$ cat src/sv/bdlp_pkg.sv
// Shared constants and types for the button debounce and long-press unit.
package bdlp_pkg;

  localparam int unsigned Buttons    = 4;
  localparam int unsigned BtnIdxW    = 2;
  localparam int unsigned MaskW      = 4;
  localparam int unsigned TickW      = 8;
  localparam logic [TickW-1:0] LongHoldReset = TickW'(12);

  typedef logic [Buttons-1:0] btn_vec_t;
  typedef logic [TickW-1:0]   tick_t;

endpackage

$ cat src/sv/button_debounce_long_press_unit.sv
// Top level of the button debounce and long-press unit.
//
//   channel  | handshake               | payload
//   ---------+-------------------------+-----------------------------------------------
//   request  | in_valid_i / in_ready_o | kind_i, button_i, levels_i
//   result   | out_valid_o/out_ready_i | short_press_o, long_press_o, edge_armed_o,
//            |                         | timer_running_o
//   config   | cfg_we_i                | cfg_data_i (long_hold_ticks)
//
// One request per cycle while the result side is not stalled; its result appears in the cycle after acceptance.
// Button state updates at acceptance; the result register holds the outcome.
// in_ready_o is high while the result register is empty or being drained.
// A stall on the result side holds the result and blocks new requests.
// Reset: all buttons armed, nothing pending or held, timer stopped, limit 12.
module button_debounce_long_press_unit
  import bdlp_pkg::*;
(
  input  logic               clk_i,
  input  logic               rst_ni,
  input  logic               in_valid_i,
  output logic               in_ready_o,
  input  logic               kind_i,
  input  logic [BtnIdxW-1:0] button_i,
  input  logic [MaskW-1:0]   levels_i,
  output logic               out_valid_o,
  input  logic               out_ready_i,
  output logic [MaskW-1:0]   short_press_o,
  output logic [MaskW-1:0]   long_press_o,
  output logic [MaskW-1:0]   edge_armed_o,
  output logic               timer_running_o,
  input  logic               cfg_we_i,
  input  logic [TickW-1:0]   cfg_data_i
);

  tick_t    limit_q;
  btn_vec_t pending_q, pending_d;
  btn_vec_t held_q, held_d;
  btn_vec_t armed_q, armed_d;
  logic     running_q, running_d;
  tick_t    count_q [Buttons];
  tick_t    count_d [Buttons];

  btn_vec_t shorts_d, longs_d, restart, pressed, edge_bit;
  logic     accept;
  logic [MaskW+Buttons-1:0] lvl_ext;

  logic             out_valid_q;
  logic [MaskW-1:0] short_q, long_q, armed_out_q;
  logic             run_out_q;

  assign in_ready_o = !out_valid_q || out_ready_i;
  assign accept     = in_valid_i && in_ready_o;

  // Buttons without a level bit read as released.
  assign lvl_ext  = {{Buttons{1'b1}}, levels_i};
  assign pressed  = ~lvl_ext[Buttons-1:0];
  assign edge_bit = btn_vec_t'(1) << button_i;

  always_comb begin
    pending_d = pending_q;
    held_d    = held_q;
    armed_d   = armed_q;
    running_d = running_q;
    shorts_d  = '0;
    longs_d   = '0;
    restart   = '0;
    for (int i = 0; i < Buttons; i++) begin
      count_d[i] = count_q[i];
    end
    if (!kind_i) begin
      if (|(edge_bit & armed_q)) begin
        armed_d   = armed_q & ~edge_bit;
        pending_d = pending_q | edge_bit;
        running_d = 1'b1;
      end
    end else if (running_q) begin
      for (int i = 0; i < Buttons; i++) begin
        if (pending_q[i]) begin
          pending_d[i] = 1'b0;
          if (pressed[i]) begin
            held_d[i]  = 1'b1;
            restart[i] = 1'b1;
          end else begin
            armed_d[i] = 1'b1;
          end
        end else if (held_q[i]) begin
          if (pressed[i]) begin
            if (count_q[i] < limit_q) begin
              count_d[i] = count_q[i] + tick_t'(1);
            end
            restart[i] = 1'b1;
          end else begin
            if (count_q[i] >= limit_q) begin
              longs_d[i] = 1'b1;
            end else begin
              shorts_d[i] = 1'b1;
            end
            held_d[i]  = 1'b0;
            count_d[i] = '0;
            armed_d[i] = 1'b1;
          end
        end
      end
      running_d = |restart;
    end
  end

  always_ff @(posedge clk_i or negedge rst_ni) begin
    if (!rst_ni) begin
      limit_q     <= LongHoldReset;
      pending_q   <= '0;
      held_q      <= '0;
      armed_q     <= '1;
      running_q   <= 1'b0;
      out_valid_q <= 1'b0;
      for (int i = 0; i < Buttons; i++) begin
        count_q[i] <= '0;
      end
    end else begin
      if (cfg_we_i) begin
        limit_q <= cfg_data_i;
      end
      if (accept) begin
        pending_q   <= pending_d;
        held_q      <= held_d;
        armed_q     <= armed_d;
        running_q   <= running_d;
        out_valid_q <= 1'b1;
        for (int i = 0; i < Buttons; i++) begin
          count_q[i] <= count_d[i];
        end
      end else if (out_ready_i) begin
        out_valid_q <= 1'b0;
      end
    end
  end

  // Result register: payload only, no reset.
  logic [MaskW+Buttons-1:0] short_ext, long_ext, armed_ext;
  assign short_ext = {{MaskW{1'b0}}, shorts_d};
  assign long_ext  = {{MaskW{1'b0}}, longs_d};
  assign armed_ext = {{MaskW{1'b0}}, armed_d};

  always_ff @(posedge clk_i) begin
    if (accept) begin
      short_q     <= short_ext[MaskW-1:0];
      long_q      <= long_ext[MaskW-1:0];
      armed_out_q <= armed_ext[MaskW-1:0];
      run_out_q   <= running_d;
    end
  end

  assign out_valid_o     = out_valid_q;
  assign short_press_o   = short_q;
  assign long_press_o    = long_q;
  assign edge_armed_o    = armed_out_q;
  assign timer_running_o = run_out_q;

endmodule

$ cat config.mk
export PLATFORM = sky130hd
export DESIGN_NAME = button_debounce_long_press_unit
export DESIGN_NICKNAME = d
export VERILOG_FILES = /design/src/sv/bdlp_pkg.sv /design/src/sv/button_debounce_long_press_unit.sv
export SDC_FILE = /design/constraint.sdc
export NUM_CORES = 1
export LEC_CHECK = 0
export BUFFER_PORTS_ARGS = -buffer_cell sky130_fd_sc_hd__buf_2
export CORE_AREA = 3 3 115 117
export CTS_BUF_LIST = sky130_fd_sc_hd__clkbuf_8
export DETAILED_ROUTE_END_ITERATION = 8
export DIE_AREA = 0 0 118 120
export GPL_ROUTABILITY_DRIVEN = 0
export GPL_TIMING_DRIVEN = 0
export PLACE_DENSITY_LB_ADDON = 0.15
export REMOVE_ABC_BUFFERS = 1
export SETUP_SLACK_MARGIN = 0.5
export SLEW_MARGIN = 20
export SYNTH_ARGS = -nofsm -noshare
export SYNTH_HDL_FRONTEND = slang
export SYNTH_SLANG_ARGS = --single-unit
export TNS_END_PERCENT = 20
$ cat constraint.sdc
create_clock -name clk_i -period 3.5 [get_ports clk_i]
set_clock_uncertainty 0.2 [all_clocks]
set_input_delay 0.175 -clock clk_i [delete_from_list [all_inputs] [get_ports clk_i]]
set_output_delay 0.175 -clock clk_i [all_outputs]
set_load 0.05 [all_outputs]
# == Word-level counts from Yosys, hierarchy flattened ==
# Index checks and enable logic that the tools add are counted.
# word_totals
reg_bits,67
mem_bits_rw,0
mem_bits_ro,0
latchBits,0
memories,0
out_inout_bits,15
# op_classes
div_mod_pow,0
n_eq_ne,9
n_addsub,4
shift,1
n_reduce_logical,20
mul,0
bitwise,15
muxes,67
order_cmp,8
# ops
op,n
$mux W8,8
$mux W1,53
$add A8 B1 Y8 const B,4
$ge A8 B8 Y1,4
$lt A8 B8 Y1,4
$mux W4,6
$reduce_and A6 Y1,4
$reduce_or A5 Y1,4
$ne A2 B1 Y1 const B,9
$reduce_and A4 Y1,4
$not A1 Y1,10
$and A4 B4 Y4,2
$not A4 Y4,2
$reduce_or A4 Y1,2
$or A4 B4 Y4,1
$reduce_bool A2 Y1,2
$shl A1 B2 Y4 const A,1
$reduce_and A3 Y1,1
$logic_and A1 B1 Y1,1
$logic_not A1 Y1,1
$logic_or A1 B1 Y1,1

# == Logic depth before layout (Yosys ltp) ==
# depth
word_depth,9
depth_mapped,8

# == Least setup slack after synthesis ==
# OpenSTA, ideal clock, no wires.
# synth_path
path_type,reg2reg
from,"register out_valid_q, in the netlist out_valid_o"
to,register running_q
stages_incl_launch_ff,6
slack_ps,1009
path_buffers,2
arrival_time_ps,2167
required_time_ps,3175
path_cell_list,dfrtp_1 -> nand2b_1 -> buf_2 -> and2_1 -> clkbuf_1 -> mux2_2
# synth_via
elab_chain_len,3
# synth_rtl
item,line_no,source
start: declaration,button_debounce_long_press_unit.sv:47,logic out_valid_q;
start signal: assignment,button_debounce_long_press_unit.sv:115,out_valid_q <= 1'b0;
start signal: assignment,button_debounce_long_press_unit.sv:128,out_valid_q <= 1'b1;
start signal: assignment,button_debounce_long_press_unit.sv:133,out_valid_q <= 1'b0;
$logic_not A1 Y1,button_debounce_long_press_unit.sv:51,assign in_ready_o = !out_valid_q || out_ready_i;
$logic_or A1 B1 Y1,button_debounce_long_press_unit.sv:51,
via in_ready_o,button_debounce_long_press_unit.sv:21,"output logic in_ready_o,"
$logic_and A1 B1 Y1,button_debounce_long_press_unit.sv:52,assign accept = in_valid_i && in_ready_o;
via accept,button_debounce_long_press_unit.sv:44,logic accept;
end signal: assignment,button_debounce_long_press_unit.sv:127,running_q <= running_d;
end: declaration,button_debounce_long_press_unit.sv:39,"logic running_q, running_d;"
# The timed path passes the listed nets, and every way through them passes these cells.
# A chain may end at the register's enable or synchronous reset.

# == Final worst setup path ==
# layout_path
from,input port kind_i
to,register count_q[16] in the netlist's numbering
# layout_via
elab_chain_len,1
# layout_rtl
item,line_no,source
start: declaration,button_debounce_long_press_unit.sv:22,"input logic kind_i,"
$reduce_and A6 Y1 (no source line),-,
end signal: indexed assignment,button_debounce_long_press_unit.sv:130,count_q[i] <= count_d[i];
end: declaration,button_debounce_long_press_unit.sv:40,tick_t count_q [Buttons];
# Every way passes these cells.

==> flow_summary.json <==
{
  "status": "finished clean",
  "syn_avg_cell_area_um2": 9.22,
  "grt.total_usage_pct": 17.4,
  "start_util_pct": 34.2,
  "nets": 575,
  "dpl-instance-area_um2": 4580,
  "cts.sinks": 67,
  "crit_path_max_incr_delay_ps": 540,
  "clk_latency_ps": 370,
  "p_switching_mw": 0.512,
  "syn_area_um2": 4260,
  "drt_wl_total_um": 11600,
  "grt_pass1_wl_um": 19500,
  "combPwrFrac_pct": 15.6,
  "clockRootBuffer": "clkbuf_8",
  "rsz0062_at_grt": "false",
  "hold_class": "in2reg",
  "slowest_stage": "nand4_1",
  "fin_crit_sh_pct": 73.9,
  "crit_chain": "dlygate4sd3_1 > buf_2 > and2_1 > nand4_1 > nor2_1 > nand2_1 > o311ai_1",
  "worst_pin_slew_ps": 933,
  "max_freq_mhz": 387,
  "setup_viol_count_final": 0,
  "pwr-share-clk_pct": 34.6,
  "vias": 3791,
  "ant_nets": 0,
  "synthDistinctLibCells": 49,
  "yosysSeqAreaShare_pct": 41.1,
  "max_cap_viol_count": 0,
  "syn_to_final_growth_pct": 17.7,
  "grt_antenna_before_repair": 0,
  "grt_pass1_vias": 3819,
  "layout_commonest_cell": "nand2_1",
  "die_w_um": 118,
  "p_leak_nw": 2.15,
  "diodes": 0,
  "instances_no_fill": 696,
  "hold_viol": 0,
  "period_minus_slack_ps": 2590,
  "ir_drop_mv": 0.121,
  "dieHeight_um": 120,
  "clockBufferDepth": 2,
  "first_iter_violations": 209,
  "post_drt_via_cell_ratio": 5.45,
  "path_max_fanout": 12,
  "holdWs_ps": 7.92,
  "num_rows": 41,
  "clkTransAtPathRegs_ps": 80,
  "swShare_pct": 30.8,
  "fill_cells": 1305,
  "design_area_um2": 5010,
  "p_total_mw": 1.67,
  "slew_headroom_pct": 37.8,
  "rr_worst_depth": 6,
  "critPathRequiredTime_ps": 3560,
  "dieArea_um2": 14200,
  "h-tree-depth": 3,
  "setup_tns_ps": 0,
  "overflow": 0,
  "power_density_nw_per_um2": 332,
  "hold_depth": 4,
  "synthTopCellsByArea": "dfrtp_1 28%, ha_1 11%, edfxtp_1 9.2%, nand2_1 5.0%, a21oi_1 3.9%",
  "critical_path_class": "in2reg",
  "start_kind": "input pin",
  "cp-end-kind": "flop",
  "grt_max_degree": 55,
  "cts_buffers": 9,
  "cts_resized": 0,
  "ys_seq_elements": 67,
  "ys_warn_count": 0,
  "first_pass_iters": 4,
  "ys.flop_type": "dfrtp_1",
  "synth_area_leader_cell": "dfrtp_1",
  "async_reset_ff_share_pct": 80.6,
  "netlist_instances": 462,
  "cts_tree": "yes",
  "hpwl_um": 7850,
  "synth_top_area_share_pct": 28.2,
  "route.detailed.drc": 0,
  "final_cell_mix": "57 x nand2_1, 48 x dfrtp_1, 36 x ha_1",
  "p_int_mw": 1.15,
  "cts.hold.buffers_added": 27,
  "synth_edf_count": 13,
  "post_cts.repair.setup_buffers": 0,
  "dp_cells": 653,
  "slew_violations": 0,
  "coreArea_um2": 12500,
  "ios": 35,
  "seq_power_share_pct": 49.8,
  "drive_gt1_share_pct": 12.0,
  "avgRoutedWirePerCell_um": 16.7,
  "worstPathArrival_ps": 2650,
  "portBuffers": 34
}
cell usage after synthesis (all sizes together) (2+ instances only):
library cell,number
a21o,5
a221o,4
a31oi,4
or3,10
ha,36
buf,2
a211o,5
o22ai,2
nand4,19
and3,8
nand2b,2
inv,26
nor2b,11
mux2,6
and3b,4
o211ai,18
clkbuf,13
nand2,57
nor3b,6
nor3,18
nand3,17
o311ai,19
dfstp,6
edfxtp,13
a32oi,2
dfrtp,48
nor2,24
o31ai,2
and2,7
o221ai,2
o21ai,21
a21oi,34
registers in the layout (all words and copies together) (netlist names):
register	flops
pending_q	4
short_press_o	4
long_press_o	4
limit_q	8
armed_q	4
running_q	1
held_q	4
count_q	32
edge_armed_o	4
out_valid_o	1
timer_running_o	1
critical path, delay by kind of cell:
kind / cells / cell delay (ps)
compound gates: 1 / 260
buf+inv: 2 / 660
simple gates: 4 / 1540
cells by family after synthesis:
kind of cell,count (synthesis),share of synthesized area (%)
flops,67,41.1
compound gates,124,19.8
simple gates,186,22.5
mux,7,2.11
buf+inv,42,3.91
fa+ha+maj,36,10.6
final cells by class:
| cell class | count | area [µm²] | share of cell area [%] |
|---|---|---|---|
| well taps | 172 | 215 | 4.29 |
| clock inverters | 7 | 36.3 | 0.724 |
| inverters | 27 | 101 | 2.02 |
| repair buffers | 61 | 443 | 8.83 |
| flip-flops and latches | 67 | 1750 | 34.9 |
| clock buffers | 9 | 124 | 2.47 |
| multi-input cells | 353 | 2340 | 46.8 |
power groups by stage:
stage,logic (mW),registers [mW],clock network [mW]
floorplan,0.119,0.865,0
global placement,0.225,0.845,0
detailed placement,0.235,0.846,0
CTS,0.262,0.830,0.591
global route,0.293,0.833,0.626
finish,0.260,0.830,0.576
stage by stage:
stage | utilization [%] | worst slack, ps
floorplan | - | 919
global placement | 36.7 | 933
detailed placement | 36.8 | 889
CTS | 40.2 | 874
global route | 40.2 | 669
finish | 40.2 | 914
final timing paths:
kind | endpoint | start | slack [ps]
max in group asynchronous | limit_q[0] | rst_ni | 2390
setup reg to reg | count_q[27] | limit_q[3] | 920
setup / recovery | count_q[16] | kind_i | 910
hold / removal | pending_q[2] | button_i[0] | 8
min in group asynchronous | count_q[18] | rst_ni | 180
hold reg to reg | count_q[31] | count_q[31] | 350
per-layer routing:
metal / wire length [µm] / vias to the layer above / global-route usage, %
met2: 5850 / 59 / 29.8
met4: 155 / 0 / 4.69
met3: 377 / 18 / 4.81
met1: 5250 / 1835 / 21.7
met5: 0 / - / 0
li1: - / 1879 / -
No activity file was read; power rests on OpenSTA's default activity.
